### src/rtl/iss_pkg.sv
`default_nettype none

package iss_pkg;

  // Storage size and field widths
  localparam int CAPACITY = 16;
  localparam int DATA_W   = 32;
  localparam int POS_W    = 8;
  localparam int OP_W     = 3;
  localparam int CNT_W    = $clog2(CAPACITY + 1);
  localparam int IDX_W    = $clog2(CAPACITY);
  // common width for comparing an index against the count
  localparam int CMP_W    = (POS_W > CNT_W) ? POS_W : CNT_W;

  // value returned on a miss
  localparam logic signed [DATA_W-1:0] MISS_VALUE = '1;

  // request opcodes; code 7 is unused and does nothing
  typedef enum logic [OP_W-1:0] {
    OP_PUSH_FRONT = 3'd0,
    OP_PUSH_BACK  = 3'd1,
    OP_INSERT     = 3'd2,
    OP_POP_FRONT  = 3'd3,
    OP_POP_BACK   = 3'd4,
    OP_REMOVE     = 3'd5,
    OP_GET        = 3'd6
  } opcode_t;

  // what a cell loads at the next edge
  typedef enum logic [1:0] {
    ACT_HOLD       = 2'd0,
    ACT_LOAD_NEW   = 2'd1,
    ACT_TAKE_LOWER = 2'd2,
    ACT_TAKE_UPPER = 2'd3
  } cell_act_t;

  // result of one request
  typedef struct packed {
    logic signed [DATA_W-1:0] read_value;
    logic                     hit;
    logic                     rejected_full;
    logic [CNT_W-1:0]         element_count;
  } rsp_t;

endpackage

`default_nettype wire

### src/rtl/iss_if.sv
`default_nettype none

// Request channel
interface iss_in_if
  import iss_pkg::*;
  ();
  logic                     valid;
  logic                     ready;
  logic [OP_W-1:0]          opcode;
  logic [POS_W-1:0]         position;
  logic signed [DATA_W-1:0] item_value;

  modport source (output valid, output opcode, output position, output item_value,
                  input ready);
  modport sink   (input valid, input opcode, input position, input item_value,
                  output ready);
endinterface

// Result channel
interface iss_out_if
  import iss_pkg::*;
  ();
  logic                     valid;
  logic                     ready;
  logic signed [DATA_W-1:0] read_value;
  logic                     hit;
  logic                     rejected_full;
  logic [CNT_W-1:0]         element_count;

  modport source (output valid, output read_value, output hit, output rejected_full,
                  output element_count, input ready);
  modport sink   (input valid, input read_value, input hit, input rejected_full,
                  input element_count, output ready);
endinterface

`default_nettype wire

### src/rtl/iss_cell.sv
`default_nettype none

// One storage cell of the chain: holds a value, or takes the new value or
// the value of either neighbour.
module iss_cell
  import iss_pkg::*;
(
  input  wire logic                     clk,
  input  wire cell_act_t                act,
  input  wire logic signed [DATA_W-1:0] new_value,
  input  wire logic signed [DATA_W-1:0] lower_value,
  input  wire logic signed [DATA_W-1:0] upper_value,
  output logic signed [DATA_W-1:0]      value_q
);

  logic signed [DATA_W-1:0] value_r;
  logic signed [DATA_W-1:0] value_nxt;

  // next value select
  always_comb begin
    case (act)
      ACT_LOAD_NEW:   value_nxt = new_value;
      ACT_TAKE_LOWER: value_nxt = lower_value;
      ACT_TAKE_UPPER: value_nxt = upper_value;
      default:        value_nxt = value_r;
    endcase
  end

  // payload register, no reset
  always_ff @(posedge clk) begin
    value_r <= value_nxt;
  end

  assign value_q = value_r;

endmodule

`default_nettype wire

### src/rtl/iss_ctrl.sv
`default_nettype none

// Request decode: works out the target index, drives every cell's action,
// and forms the result and the next count.
module iss_ctrl
  import iss_pkg::*;
(
  input  wire logic                                 fire,
  input  wire logic [OP_W-1:0]                      opcode,
  input  wire logic [POS_W-1:0]                     position,
  input  wire logic [CNT_W-1:0]                     count,
  input  wire logic [CAPACITY-1:0][DATA_W-1:0]      cell_q,
  output cell_act_t                                 cell_act [CAPACITY],
  output logic [CNT_W-1:0]                          count_nxt,
  output rsp_t                                      rsp
);

  logic [CMP_W-1:0]         cnt_ext;
  logic [CMP_W-1:0]         pos_ext;
  logic [CMP_W-1:0]         where;
  logic                     is_ins;
  logic                     is_rem;
  logic                     is_get;
  logic                     full;
  logic                     found;
  logic                     do_ins;
  logic                     do_rem;
  logic signed [DATA_W-1:0] sel_value;

  assign cnt_ext = CMP_W'(count);
  assign pos_ext = CMP_W'(position);
  assign full    = (count == CNT_W'(CAPACITY));

  // opcode decode and target index
  always_comb begin
    is_ins = 1'b0;
    is_rem = 1'b0;
    is_get = 1'b0;
    where  = '0;
    case (opcode_t'(opcode))
      OP_PUSH_FRONT: begin
        is_ins = 1'b1;
      end
      OP_PUSH_BACK: begin
        is_ins = 1'b1;
        where  = cnt_ext;
      end
      OP_INSERT: begin
        is_ins = 1'b1;
        where  = (pos_ext > cnt_ext) ? cnt_ext : pos_ext;
      end
      OP_POP_FRONT: begin
        is_rem = 1'b1;
      end
      OP_POP_BACK: begin
        is_rem = 1'b1;
        where  = (count != '0) ? (cnt_ext - CMP_W'(1)) : '0;
      end
      OP_REMOVE: begin
        is_rem = 1'b1;
        where  = pos_ext;
      end
      OP_GET: begin
        is_get = 1'b1;
        where  = pos_ext;
      end
      default: ;
    endcase
  end

  assign found     = (where < cnt_ext);
  assign sel_value = cell_q[where[IDX_W-1:0]];
  assign do_ins    = fire && is_ins && !full;
  assign do_rem    = fire && is_rem && found;

  // result and next count
  always_comb begin
    rsp.read_value    = '0;
    rsp.hit           = 1'b0;
    rsp.rejected_full = 1'b0;
    count_nxt         = count;
    if (is_ins) begin
      if (full) begin
        rsp.rejected_full = 1'b1;
      end else begin
        count_nxt = count + CNT_W'(1);
      end
    end else if (is_rem || is_get) begin
      rsp.hit        = found;
      rsp.read_value = found ? sel_value : MISS_VALUE;
      if (is_rem && found) begin
        count_nxt = count - CNT_W'(1);
      end
    end
    rsp.element_count = count_nxt;
  end

  // per-cell actions: shift up above an insert, shift down from a remove
  always_comb begin
    for (int k = 0; k < CAPACITY; k++) begin
      cell_act[k] = ACT_HOLD;
      if (do_ins) begin
        if (CMP_W'(k) > where) begin
          cell_act[k] = ACT_TAKE_LOWER;
        end else if (CMP_W'(k) == where) begin
          cell_act[k] = ACT_LOAD_NEW;
        end
      end else if (do_rem) begin
        if (CMP_W'(k) >= where) begin
          cell_act[k] = ACT_TAKE_UPPER;
        end
      end
    end
  end

endmodule

`default_nettype wire

### src/rtl/indexed_sequence_store_core.sv
`default_nettype none

// Indexed sequence store: an ordered list of up to CAPACITY signed values
// held in a row of cells that shift up on insert and down on remove.
//
// in_chan  : request channel (opcode, position, item_value), valid/ready.
// out_chan : result channel (read_value, hit, rejected_full, element_count).
// Every request yields exactly one result.
//
// The result is registered: a request taken in one cycle shows its result
// on out_chan in the next. One request per cycle is sustained while results
// are accepted; every cell shifts or holds in parallel, and the single
// output register sets the throughput. The result register frees up in the
// cycle it is taken, so in_chan stays ready while out_chan.ready is high;
// while a result waits unaccepted, in_chan.ready is low and the store holds.
// Reset empties the store (count zero) and clears the output valid; the
// cell contents are not cleared, as nothing at or past the count is read.
module indexed_sequence_store_core
  import iss_pkg::*;
(
  input  wire logic  clk,
  input  wire logic  rst_n,
  iss_in_if.sink     in_chan,
  iss_out_if.source  out_chan
);

  logic [CNT_W-1:0]            count_r;
  logic [CNT_W-1:0]            count_nxt;
  logic                        out_valid_r;
  rsp_t                        rsp_r;
  rsp_t                        rsp_nxt;
  logic                        fire;
  cell_act_t                   cell_act [CAPACITY];
  logic [CAPACITY-1:0][DATA_W-1:0] cell_q;

  // handshake
  assign in_chan.ready = !out_valid_r || out_chan.ready;
  assign fire          = in_chan.valid && in_chan.ready;

  iss_ctrl u_ctrl (
    .fire      (fire),
    .opcode    (in_chan.opcode),
    .position  (in_chan.position),
    .count     (count_r),
    .cell_q    (cell_q),
    .cell_act  (cell_act),
    .count_nxt (count_nxt),
    .rsp       (rsp_nxt)
  );

  // chain of cells
  for (genvar g = 0; g < CAPACITY; g++) begin : g_cell
    logic signed [DATA_W-1:0] lower_v;
    logic signed [DATA_W-1:0] upper_v;
    logic signed [DATA_W-1:0] value_q;
    if (g == 0) begin : g_first
      assign lower_v = '0;
    end else begin : g_mid_lo
      assign lower_v = cell_q[g-1];
    end
    if (g == CAPACITY - 1) begin : g_last
      assign upper_v = '0;
    end else begin : g_mid_hi
      assign upper_v = cell_q[g+1];
    end
    iss_cell u_cell (
      .clk         (clk),
      .act         (cell_act[g]),
      .new_value   (in_chan.item_value),
      .lower_value (lower_v),
      .upper_value (upper_v),
      .value_q     (value_q)
    );
    assign cell_q[g] = value_q;
  end

  // count and output valid
  always_ff @(posedge clk) begin
    if (!rst_n) begin
      count_r     <= '0;
      out_valid_r <= 1'b0;
    end else begin
      if (fire) begin
        count_r <= count_nxt;
      end
      if (fire) begin
        out_valid_r <= 1'b1;
      end else if (out_chan.ready) begin
        out_valid_r <= 1'b0;
      end
    end
  end

  // result payload
  always_ff @(posedge clk) begin
    if (fire) begin
      rsp_r <= rsp_nxt;
    end
  end

  assign out_chan.valid         = out_valid_r;
  assign out_chan.read_value    = rsp_r.read_value;
  assign out_chan.hit           = rsp_r.hit;
  assign out_chan.rejected_full = rsp_r.rejected_full;
  assign out_chan.element_count = rsp_r.element_count;

  // checks
  a_count_bound: assert property (@(posedge clk) disable iff (!rst_n)
    count_r <= CNT_W'(CAPACITY))
    else $error("element count above capacity");

  a_count_step: assert property (@(posedge clk) disable iff (!rst_n)
    rst_n && fire |=> (count_r == $past(count_r)) ||
                      (count_r == $past(count_r) + CNT_W'(1)) ||
                      (count_r == $past(count_r) - CNT_W'(1)))
    else $error("count moved by more than one on a request");

  a_count_idle: assert property (@(posedge clk) disable iff (!rst_n)
    rst_n && !fire |=> $stable(count_r))
    else $error("count changed without a request");

  a_reject_full: assert property (@(posedge clk) disable iff (!rst_n)
    out_valid_r && rsp_r.rejected_full |->
      !rsp_r.hit && (rsp_r.element_count == CNT_W'(CAPACITY)))
    else $error("insert rejected while store not full");

endmodule

`default_nettype wire

### src/flat_wrapper.sv
// flat-port wrapper written by rule: the top's interface ports become plain ports
module indexed_sequence_store_core_flat import iss_pkg::*;
  (clk, rst_n, in_chan_valid, in_chan_opcode, in_chan_position, in_chan_item_value, in_chan_ready, out_chan_valid, out_chan_read_value, out_chan_hit, out_chan_rejected_full, out_chan_element_count, out_chan_ready);
  iss_in_if in_chan_i ();
  iss_out_if out_chan_i ();
  input  wire logic clk;
  input  wire logic rst_n;
  input wire logic [$bits(in_chan_i.valid)-1:0] in_chan_valid;
  input wire logic [$bits(in_chan_i.opcode)-1:0] in_chan_opcode;
  input wire logic [$bits(in_chan_i.position)-1:0] in_chan_position;
  input wire logic [$bits(in_chan_i.item_value)-1:0] in_chan_item_value;
  output wire logic [$bits(in_chan_i.ready)-1:0] in_chan_ready;
  output wire logic [$bits(out_chan_i.valid)-1:0] out_chan_valid;
  output wire logic [$bits(out_chan_i.read_value)-1:0] out_chan_read_value;
  output wire logic [$bits(out_chan_i.hit)-1:0] out_chan_hit;
  output wire logic [$bits(out_chan_i.rejected_full)-1:0] out_chan_rejected_full;
  output wire logic [$bits(out_chan_i.element_count)-1:0] out_chan_element_count;
  input wire logic [$bits(out_chan_i.ready)-1:0] out_chan_ready;
  assign in_chan_i.valid = in_chan_valid;
  assign in_chan_i.opcode = in_chan_opcode;
  assign in_chan_i.position = in_chan_position;
  assign in_chan_i.item_value = in_chan_item_value;
  assign in_chan_ready = in_chan_i.ready;
  assign out_chan_valid = out_chan_i.valid;
  assign out_chan_read_value = out_chan_i.read_value;
  assign out_chan_hit = out_chan_i.hit;
  assign out_chan_rejected_full = out_chan_i.rejected_full;
  assign out_chan_element_count = out_chan_i.element_count;
  assign out_chan_i.ready = out_chan_ready;
  indexed_sequence_store_core u_core (.clk(clk), .rst_n(rst_n), .in_chan(in_chan_i), .out_chan(out_chan_i));
endmodule
### config.mk
export PLATFORM = sky130hd
export DESIGN_NAME = indexed_sequence_store_core_flat
export DESIGN_NICKNAME = d
export VERILOG_FILES = /design/src/rtl/iss_pkg.sv /design/src/rtl/iss_if.sv /design/src/rtl/iss_cell.sv /design/src/rtl/iss_ctrl.sv /design/src/rtl/indexed_sequence_store_core.sv /design/src/flat_wrapper.sv
export SDC_FILE = /design/constraint.sdc
export NUM_CORES = 1
export LEC_CHECK = 0
export BUFFER_PORTS_ARGS = -buffer_cell sky130_fd_sc_hd__buf_2
export CELL_PAD_IN_SITES_DETAIL_PLACEMENT = 0
export CELL_PAD_IN_SITES_GLOBAL_PLACEMENT = 1
export CORE_UTILIZATION = 51
export CTS_BUF_LIST = sky130_fd_sc_hd__clkbuf_4 sky130_fd_sc_hd__clkbuf_8 sky130_fd_sc_hd__clkbuf_16
export CTS_CLUSTER_DIAMETER = 60
export DETAILED_ROUTE_END_ITERATION = 16
export GPL_TIMING_DRIVEN = 0
export HOLD_SLACK_MARGIN = 0.08
export PLACE_DENSITY = 0.78
export SLEW_MARGIN = 20
export SYNTH_ARGS = -nofsm -noshare
export SYNTH_HDL_FRONTEND = slang
export SYNTH_HIERARCHICAL = 1
export SYNTH_SLANG_ARGS = --single-unit
### constraint.sdc
create_clock -name clk -period 7.6 [get_ports clk]
set_clock_uncertainty 0.15 [all_clocks]
set_input_delay 1.52 -clock clk [delete_from_list [all_inputs] [get_ports clk]]
set_output_delay 1.52 -clock clk [all_outputs]
set_load 0.05 [all_outputs]
# Word-level counts from Yosys, hierarchy flattened
# Cells that the tools add are included.
dict set report totals {
  inputBits 47
  out_inout_bits 41
  reg_bits 557
  word_cells 277
}
dict set report op_classes {
  magnitude_cmp 35
  n_reduce_logical 34
  n_eq_ne 70
  bitwise_logic 1
  muxes 112
  n_addsub 3
}
# op n
set ops {}
lappend ops {{32-bit one-hot mux with 3 select lines} 16}
lappend ops {{32-bit binary-select mux with 4-bit select} 1}
lappend ops {{2-bit two-way mux} 64}
lappend ops {{2-bit == test, second input constant} 32}
lappend ops {{4-bit by 8-bit == test with 1-bit output, first input constant} 8}
lappend ops {{4-bit by 8-bit greater-or-equal comparator with 1-bit output, first input constant} 8}
lappend ops {{4-bit by 8-bit greater-than comparator with 1-bit output, first input constant} 8}
lappend ops {{32-bit two-way mux} 2}
lappend ops {{3-bit nonzero test} 16}
lappend ops {{2-bit by 1-bit == test with 1-bit output, second input constant} 16}
lappend ops {{3-bit by 8-bit == test with 1-bit output, first input constant} 4}
lappend ops {{3-bit by 8-bit greater-or-equal comparator with 1-bit output, first input constant} 4}
lappend ops {{3-bit by 8-bit greater-than comparator with 1-bit output, first input constant} 4}
lappend ops {{8-bit one-hot mux with 4 select lines} 1}
lappend ops {{1-bit two-way mux} 22}
lappend ops {{5-bit two-way mux} 4}
lappend ops {{2-bit by 8-bit == test with 1-bit output, first input constant} 2}
lappend ops {{1-bit by 8-bit greater-or-equal comparator with 1-bit output, first input constant} 2}
lappend ops {{2-bit by 8-bit greater-or-equal comparator with 1-bit output, first input constant} 2}
lappend ops {{1-bit by 8-bit greater-than comparator with 1-bit output, first input constant} 2}
lappend ops {{2-bit by 8-bit greater-than comparator with 1-bit output, first input constant} 2}
lappend ops {{8-bit two-way mux} 2}
lappend ops {{3-bit == test, second input constant} 3}
lappend ops {{1-bit by 8-bit == test with 1-bit output, first input constant} 1}
lappend ops {{other kinds (19)} 29}

# Depth between registers and ports, before layout
# Gate-level depths: netlist of the first run.
dict set report logic_depth {
  word_depth 9
  depth_mapped 26
  depth_no_buf 18
}

# By module
# Netlist of the first run, hierarchy kept.
# mod n_inst seq_area_each_um2 cells_per_inst area_per_inst_um2
set modules_own_cells {}
lappend modules_own_cells {iss_cell 16 960.9 140 1672.9}
lappend modules_own_cells {iss_ctrl 1 0.0 1005 6720.2}
lappend modules_own_cells {indexed_sequence_store_core 1 1291.2 67 1432.6}

# Least setup slack after synthesis of the first run
# Ideal clock, no wire load.
dict set report synth_timing {
  path_kind {input-to-reg}
  from {input port in_chan_position[3]}
  to {register u_core.g_cell[14].u_cell.value_r[0] (enable)}
  setup_ns 0.375
  arrival_ns 5.974
  stages 22
  setup_slack_ns 1.101
  t_required_ns 7.075
  n_path_buf 6
  cell_sequence {ha_1 and3_1 and3_1 a211oi_4 o21a_1 nor2_2 inv_2 buf_4 clkbuf_1 ha_1 a21oi_1 o21ai_0 a211o_1 nor4_4 and2_1 buf_2 buf_6 a21oi_1 a211oi_1 buf_6 buf_12 or2_2}
}
# item line
set synth_rtl {}
lappend synth_rtl {{start, declared} flat_wrapper.sv:10} ;# input wire logic [$bits(in_chan_i.position)-1:0] in_chan_position;
lappend synth_rtl {{end signal, assigned} iss_cell.sv:31} ;# value_r <= value_nxt;
lappend synth_rtl {{end, declared} iss_cell.sv:16} ;# logic signed [DATA_W-1:0] value_r;

==> key figures, run 1 <==
Clock network
  • Insertion delay to the later sink of the worst-skew pair: 630 ps
  • Sink Count: 557
  • Hold Buf Count CTS: 0
  • Root Driver: clkbuf_16
  • Clock Tree Buf Depth: 3
  • H-tree depth reported by CTS: 3
  • Num CTS Buffers: 67
  • Worst-path clk slew: 50 ps
  • TritonCTS clock tree: built

Worst setup path
  • Slowest CP cell: a211oi_1
  • Setup crit end kind: flip-flop
  • FF-to-FF Start: u_core/count_r[4]
  • CP Data Arrival Time: 7390 ps
  • CP bufs+invs: 10
  • Required time of the critical path: 7710 ps
  • Crit Path Category: input port to flip-flop
  • CP most frequent cell: buf_6
  • Worst-path maximum fanout: 32
  • Crit path max-delay family: buffers and inverters
  • Crit path depth: 25
  • CP peak stage delay: 610 ps
  • Cells on worst reg2reg path: 26
  • Crit path from: in_chan_position[1]
  • Critical Path Start Type: input port

Yosys
  • Simple-gate share of the synthesized area: 0.1199
  • Mapped Area: 34920 um^2
  • Ys async rst share: 0
  • Share of the yosys chip area belonging to registers: 0.4773
  • Top_reg_cell synth: edfxtp_1
  • EDFF count, synth: 551
  • Largest family of logic cells by synthesized area: compound AO/OA/AOI/OAI gates
  • Warnings, synthesis: 6
  • Gate Count Post-Synth: 3312
  • Post-synthesis mux area share: 0.1504
  • Xor/xnor cell area share of the yosys netlist: 0.001971
  • Compound-Gate Fraction of Synth Area: 0.1751
  • Post-synthesis adder-cell area fraction: 0.003942
  • Distinct cells, synth: 81
  • Avg Inst Size Synth: 10.54 um^2
  • Synth Register Bits: 557

Route
  • Via density: 6.477
  • # DRC: 0
  • First DRT Iteration DRCs: 3659
  • DRT antenna net count: 0
  • WL final: 125.5 mm
  • WL/cell: 28.20 um
  • Drt pass-1 iters: 6
  • Via count: 28828

Timing
  • Final hold vios: 0
  • Fin crit period: 7278 ps
  • Fmax achieved: 0.1374 GHz
  • Setup violations, final: 0
  • Max Slew Vio Count: 0
  • Fin crit share: 0.9576
  • Slew HR: 0.1643
  • Worst slew pin tran: 1253 ps
  • Setup TNS: 0 ps
  • RSZ-0062 raised after global routing: no

Global route
  • Overall Global Routing Usage: 0.3527
  • Vias in the first global route: 27054
  • Initial antenna violation count: 4
  • Maximum number of pins on one net before global-route repair: 49
  • GR Overflow Total: 0
  • First-pass GRT wire length: 181.5 mm

Power and ir drop
  • PD cells: 265.6 nW/um^2
  • Peak supply drop: 0.2040 mV
  • Leak Pwr: 0.01301 uW

Finish
  • Layout overhead on the synthesized area: 11.28%
  • Most frequent cells in the layout: 551 x edfxtp_1, 541 x a21oi_1, 534 x nor2_1
  • Non-filler cells, final: 4451
  • Layout cells sized above 1: 0.1217
  • Commonest non-fill, non-tap cell in the layout: edfxtp_1
  • Final core occ: 0.5755
  • Nets: 3587

Die
  • Die area: 69520 um^2
  • Die Span X: 263.7 um
  • Starting Density: 0.5172
  • # rows: 95
  • Die Ht: 263.7 um
  • IO Count: 88
  • Core area: 67510 um^2

Min path
  • Worst min path class: flip-flop to flip-flop
  • Origin of the worst min-delay path: u_core/count_r[4]
  • Hold path depth: 2

Status
  • Status: finished clean

Place
  • GPL Wtd Cong: 0.9833
  • Buffers on Ports: 84
  • Cells after DPL: 4332
  • Post-DP HPWL: 99.95 mm

Job
  • Max-Cap Viols: 0
[state kept, by name, indices dropped and copies added, names as in the netlist]
signal and cells:
u_core/out_chan.rejected_full 1, u_core/out_chan.element_count 5, u_core/count_r 5, u_core/out_chan.read_value 32
u_core/out_chan.valid 1, u_core/g_cell.u_cell/value_q 512, u_core/out_chan.hit 1
[Yosys cell counts, types with 6 or more instances]
master,count,share of area
a2111oi_0,123,0.031
a211oi_1,96,0.021
a21oi_1,541,0.078
a311oi_1,6,0.0015
a31oi_1,36,0.0064
and3_1,215,0.039
buf_12,48,0.028
buf_2,99,0.014
buf_4,26,0.0056
buf_6,24,0.0077
clkbuf_1,134,0.014
dfxtp_1,6,0.0034
edfxtp_1,551,0.47
ha_1,11,0.0039
inv_1,11,0.0012
mux2i_1,520,0.15
nand2_1,98,0.011
nand3_1,10,0.0014
nor2_1,534,0.057
nor3_1,11,0.0016
o2111a_1,31,0.010
o21ai_0,15,0.0021
o21bai_1,30,0.0064
o41ai_1,30,0.0075
or2_2,17,0.0030
xnor2_1,6,0.0015
[logic make-up (layout without fill, tap and decap cells)]
group,count (synthesis),after routing
adder cells (fa/ha/maj),11,11
AND/OR/NAND/NOR,912,912
XOR/XNOR,7,7
other,1,69
flip-flops,557,557
AO/OA/AOI/OAI,952,952
multiplexers,524,524
buffers and inverters,348,546
[worst reg2reg max path: stages (launching register included)]
cell and delay, ps:
dfxtp_1 320, clkbuf_1 370, inv_1 160, ha_1 320, and3_1 170, o21ai_1 210, a21oi_1 240, nor2_1 490
nor2_8 160, inv_2 140, buf_6 190, buf_6 250, buf_2 450, ha_1 340, nand2_1 60, a21oi_1 60
o21a_1 160, nor4_4 280, buf_4 200, and2_1 130, buf_2 150, buf_6 160, a21oi_1 50, a211oi_1 610
buf_6 280, buf_12 170, or2_4 410
[path summary, 6_finish.rpt]
| check | end | slack [ps] |
|---|---|---|
| hold / removal | u_core/count_r[4] | 310 |
| setup reg to reg | u_core/g_cell[14].u_cell/value_q[1] | 540 |
| setup / recovery | u_core/g_cell[14].u_cell/value_q[1] | 320 |
| hold reg to reg | u_core/count_r[4] | 310 |
[timing repair]
| item | CTS | global route |
|---|---|---|
| hold endpoints to repair | 0 | 0 |
| setup buffers | 0 | 2 |
| resized for setup | 7 | 2 |
| pin swaps | 0 | 1 |
| setup endpoints to repair | 320 | 675 |
[per-layer routing]
metal  part of all wire  routed length [um]  global-route usage  vias up
met5            0.00012                  15                   0        -
met4              0.038                4807              0.1296        2
met3              0.096               12110             0.06907      248
met2               0.44               55770              0.5467     1571
met1               0.42               52810              0.4902    14016
li1                   -                   -                   -    12991
[through the flow]
stage	area (um^2)	power [uW]	hold slack, ps	setup WS [ps]
2_1_floorplan	35160	6068	283.5	1101
3_3_place_gp	36670	7010	293.1	-987.3
3_5_place_dp	36670	7093	304.0	-960.2
4_1_cts	38820	10260	312.9	1.385
5_1_grt	38850	10640	348.7	136.2
6_report	38860	10320	305.5	322.1
[power by group]
group          internal [uW]  total, uW  switching, uW
Combinational            924       2850           1930
Sequential              3950       4290            343
Clock                   1840       3180           1340
Total                   6710      10300           3610
[layout make-up]
type                       instances  area [um^2]
clock buffer                      89         1859
antenna                            5        12.51
tap                              873         1092
fill                            5793        28660
timing repair buffer              86        435.4
multi-input combinational       2470        16030
clock inverter                    24        272.8
buffer                           333         2435
inverter                          14        52.55
sequential                       557        16670
(Power assumes the default switching activity.)
==> run 2: changes to the inputs <==
--- a/config.mk
+++ b/config.mk
@@ -5,10 +5,11 @@
 export SDC_FILE = /design/constraint.sdc
 export NUM_CORES = 1
 export LEC_CHECK = 0
+export ABC_AREA = 1
 export BUFFER_PORTS_ARGS = -buffer_cell sky130_fd_sc_hd__buf_2
 export CELL_PAD_IN_SITES_DETAIL_PLACEMENT = 0
 export CELL_PAD_IN_SITES_GLOBAL_PLACEMENT = 1
-export CORE_UTILIZATION = 51
+export CORE_UTILIZATION = 48
 export CTS_BUF_LIST = sky130_fd_sc_hd__clkbuf_4 sky130_fd_sc_hd__clkbuf_8 sky130_fd_sc_hd__clkbuf_16
 export CTS_CLUSTER_DIAMETER = 60
 export DETAILED_ROUTE_END_ITERATION = 16
==> run 2 against run 1 <==
Effect of this change:
- setup slack improved by 850 ps
- global-route usage increased by 4.2 points
- register-to-register slack improved by 930 ps
- die area increased by 9.5%
- critical endpoint is now u_core/g_cell[4].u_cell/value_q[10]
==> key figures, run 2 <==
Die
  • # rows: 100 (was 95)
  • Die Span X: 275.8 um (was 263.7 um)
  • Die Ht: 275.8 um (was 263.7 um)
  • Die area: 76090 um^2 (was 69520 um^2)
  • Starting Density: 0.4843 (was 0.5172)
  • Core area: 74320 um^2 (was 67510 um^2)
  • IO Count: 88 (unchanged)

Route
  • Drt pass-1 iters: 7 (was 6)
  • Via count: 34298 (was 28828)
  • WL/cell: 26.08 um (was 28.20 um)
  • First DRT Iteration DRCs: 4236 (was 3659)
  • DRT antenna net count: 0 (unchanged)
  • Via density: 5.897 (was 6.477)
  • # DRC: 0 (unchanged)
  • WL final: 151.7 mm (was 125.5 mm)

Timing
  • Slew HR: 0.1534 (was 0.1643)
  • Hold_ws: 379.4 ps (was 305.5 ps)
  • RSZ-0062 raised after global routing: no (unchanged)
  • Final setup margin: 1176 ps (was 322.1 ps)
  • Max Slew Vio Count: 0 (unchanged)
  • Worst slew pin tran: 1270 ps (was 1253 ps)
  • Fin crit share: 0.8453 (was 0.9576)
  • Final hold vios: 0 (unchanged)
  • Setup violations, final: 0 (unchanged)
  • Setup TNS: 0 ps (unchanged)
  • Fmax achieved: 0.1557 GHz (was 0.1374 GHz)
  • Fin crit period: 6424 ps (was 7278 ps)

Finish
  • Layout cells sized above 1: 0.1393 (was 0.1217)
  • Largest register FFs: 512 (unchanged)
  • Design area: 40470 um^2 (was 38860 um^2)
  • Commonest non-fill, non-tap cell in the layout: nand3_1 (was edfxtp_1)
  • Layout overhead on the synthesized area: 12.42% (was 11.28%)
  • Most frequent cells in the layout: 1586 x nand3_1, 1381 x nand2_1, 551 x edfxtp_1 (was 551 x edfxtp_1, 541 x a21oi_1, 534 x nor2_1)
  • Nets: 4841 (was 3587)

Min path
  • Worst min path class: flip-flop to flip-flop (unchanged)

Yosys
  • Share of the yosys chip area belonging to registers: 0.4630 (was 0.4773)
  • Top_reg_cell synth: edfxtp_1 (unchanged)
  • Distinct cells, synth: 46 (was 81)
  • Mapped Area: 36000 um^2 (was 34920 um^2)
  • Avg Inst Size Synth: 7.902 um^2 (was 10.54 um^2)
  • EDFF count, synth: 551 (unchanged)
  • Synth top area cells: edfxtp_1 46%, nand3_1 22%, nand2_1 15% (was edfxtp_1 47%, mux2i_1 15%, a21oi_1 7.8%)
  • Most common cell in the synthesized netlist: nand3_1 (was edfxtp_1)
  • Area share of the largest cell type after synthesis: 0.4597 (was 0.4738)
  • Synth area leader: edfxtp_1 (unchanged)
  • Ys async rst share: 0 (unchanged)
  • Warnings, synthesis: 6 (unchanged)
  • Synth Register Bits: 557 (unchanged)
  • Synth top cells by count: 1586 x nand3_1, 1397 x nand2_1, 551 x edfxtp_1 (was 551 x edfxtp_1, 541 x a21oi_1, 534 x nor2_1)
  • Gate Count Post-Synth: 4555 (was 3312)

Power and ir drop
  • Clock power frac: 0.330 (was 0.308)
  • Combinational share of power: 0.275 (was 0.276)
  • Overall power: 10830 uW (was 10320 uW)
  • Pint: 6940 uW (was 6712 uW)
  • Sw Share: 0.3592 (was 0.3496)
  • Peak supply drop: 0.1822 mV (was 0.2040 mV)
  • Flop pwr share: 0.395 (was 0.416)
  • Sw power: 3891 uW (was 3609 uW)
  • PD cells: 267.7 nW/um^2 (was 265.6 nW/um^2)
  • Leak Pwr: 0.01724 uW (was 0.01301 uW)

Place
  • Buffers on Ports: 87 (was 84)
  • Post-DP HPWL: 119.0 mm (was 99.95 mm)
  • GPL Wtd Cong: 0.9689 (was 0.9833)
  • DP Area: 37990 um^2 (was 36670 um^2)
  • Place WS: 743.3 ps (was -960.2 ps)

Clock network
  • CTS resizes: 0 (was 7)
  • Num CTS Buffers: 74 (was 67)
  • Insertion delay to the later sink of the worst-skew pair: 630 ps (about the same)
  • Setup bufs post-CTS: 0 (unchanged)
  • TritonCTS clock tree: built (unchanged)
  • Clock Tree Buf Depth: 3 (unchanged)
  • Root Driver: clkbuf_16 (unchanged)
  • H-tree depth reported by CTS: 3 (unchanged)
  • Hold Buf Count CTS: 0 (unchanged)
  • Sink Count: 557 (unchanged)
  • Worst-path clk slew: 50 ps (about the same)

Global route
  • Vias in the first global route: 31936 (was 27054)
  • Overall Global Routing Usage: 0.3947 (was 0.3527)
  • Initial antenna violation count: 8 (was 4)
  • First-pass GRT wire length: 215.9 mm (was 181.5 mm)
  • Maximum number of pins on one net before global-route repair: 33 (was 49)
  • GR Overflow Total: 0 (unchanged)

Status
  • Status: finished clean (unchanged)

Job
  • Max-Cap Viols: 0 (unchanged)

Worst setup path
  • Critical Path Start Type: input port (unchanged)
  • CP Data Arrival Time: 6520 ps (was 7390 ps)
  • Required time of the critical path: 7700 ps (was 7710 ps)
  • Setup crit end kind: flip-flop (unchanged)
  • Worst-path maximum fanout: 32 (unchanged)
  • Crit Path Category: input port to flip-flop (unchanged)
## run 2: critical path: stages
cell	delay, ps
buf_2	110
ha_1	300
a21oi_1	180
nand2_1	80
nand2_1	50
nand2_1	70
nand2_1	70
nand2_1	80
nand2_4	110
nand2_1	90
nand3_2	270
buf_2	360
buf_2	510
ha_1	330
nand2_1	60
nand2_1	50
nand2_1	50
nand2_1	110
nand2_2	140
nand3_4	130
nor2_4	250
buf_6	210
nand2_1	110
nand2_1	180
inv_1	180
buf_2	240
nand2_2	620
## run 2: power groups by stage
stage               Clock [uW]  Sequential [uW]  Combinational (uW)
finish                    3580             4280                2970
global route              3710             4310                3150
CTS                       3610             4260                2890
detailed placement           0             4320                2880
global placement             0             4320                2840
floorplan                    0             4270                1760
## run 2: final timing paths
check	slack, ps	from	cells after the start	endpoint
worst max-delay path	1180	in_chan_position[3]	27	u_core/g_cell[4].u_cell/value_q[10]
worst min-delay path	380	u_core/count_r[2]	2	u_core/count_r[2]
worst max register to register	1470	u_core/count_r[3]	27	u_core/g_cell[4].u_cell/value_q[10]
worst min register to register	380	u_core/count_r[2]	2	u_core/count_r[2]
## run 2: cell type report
| cell class | instances | area, um^2 |
|---|---|---|
| clock buffers | 107 | 2195 |
| diodes | 8 | 20.02 |
| fillers | 7301 | 33850 |
| repair buffers | 89 | 490.5 |
| plain buffers | 381 | 2920 |
| clock inverters | 25 | 260.3 |
| flip-flops and latches | 557 | 16670 |
| well taps | 969 | 1212 |
| inverters | 179 | 711.9 |
| multi-input cells | 3501 | 15990 |
## run 2: metal layers
metal  routed length [um]  track usage  vias up
met5                    0            0        -
met4                 8573       0.2030        0
met3                13800      0.05820      378
met2                70650       0.6493     1826
met1                58680       0.5037    15974
li1                     -            -    16120
## run 2: per-stage QoR
| stage | utilization | cells |
|---|---|---|
| after floorplan | - | 4618 |
| after global placement | 0.5097 | 5674 |
| after detailed placement | 0.5112 | 5676 |
| after CTS | 0.5442 | 5808 |
| after global routing | 0.5443 | 5809 |
| final | 0.5445 | 5816 |
## run 2: cell families (layout without fill, tap and decap cells)
family	Yosys count	count (layout)	share of synthesized area
and+or+nand+nor	3152	3152	0.3926
buffers and inverters	560	781	0.1007
DFF	557	557	0.4630
AOI/OAI and AO/OA	272	272	0.03921
adders and majority gates	11	11	0.003824
xor gates and xnor gates	2	2	0.0004867
other	1	72	0.0001042
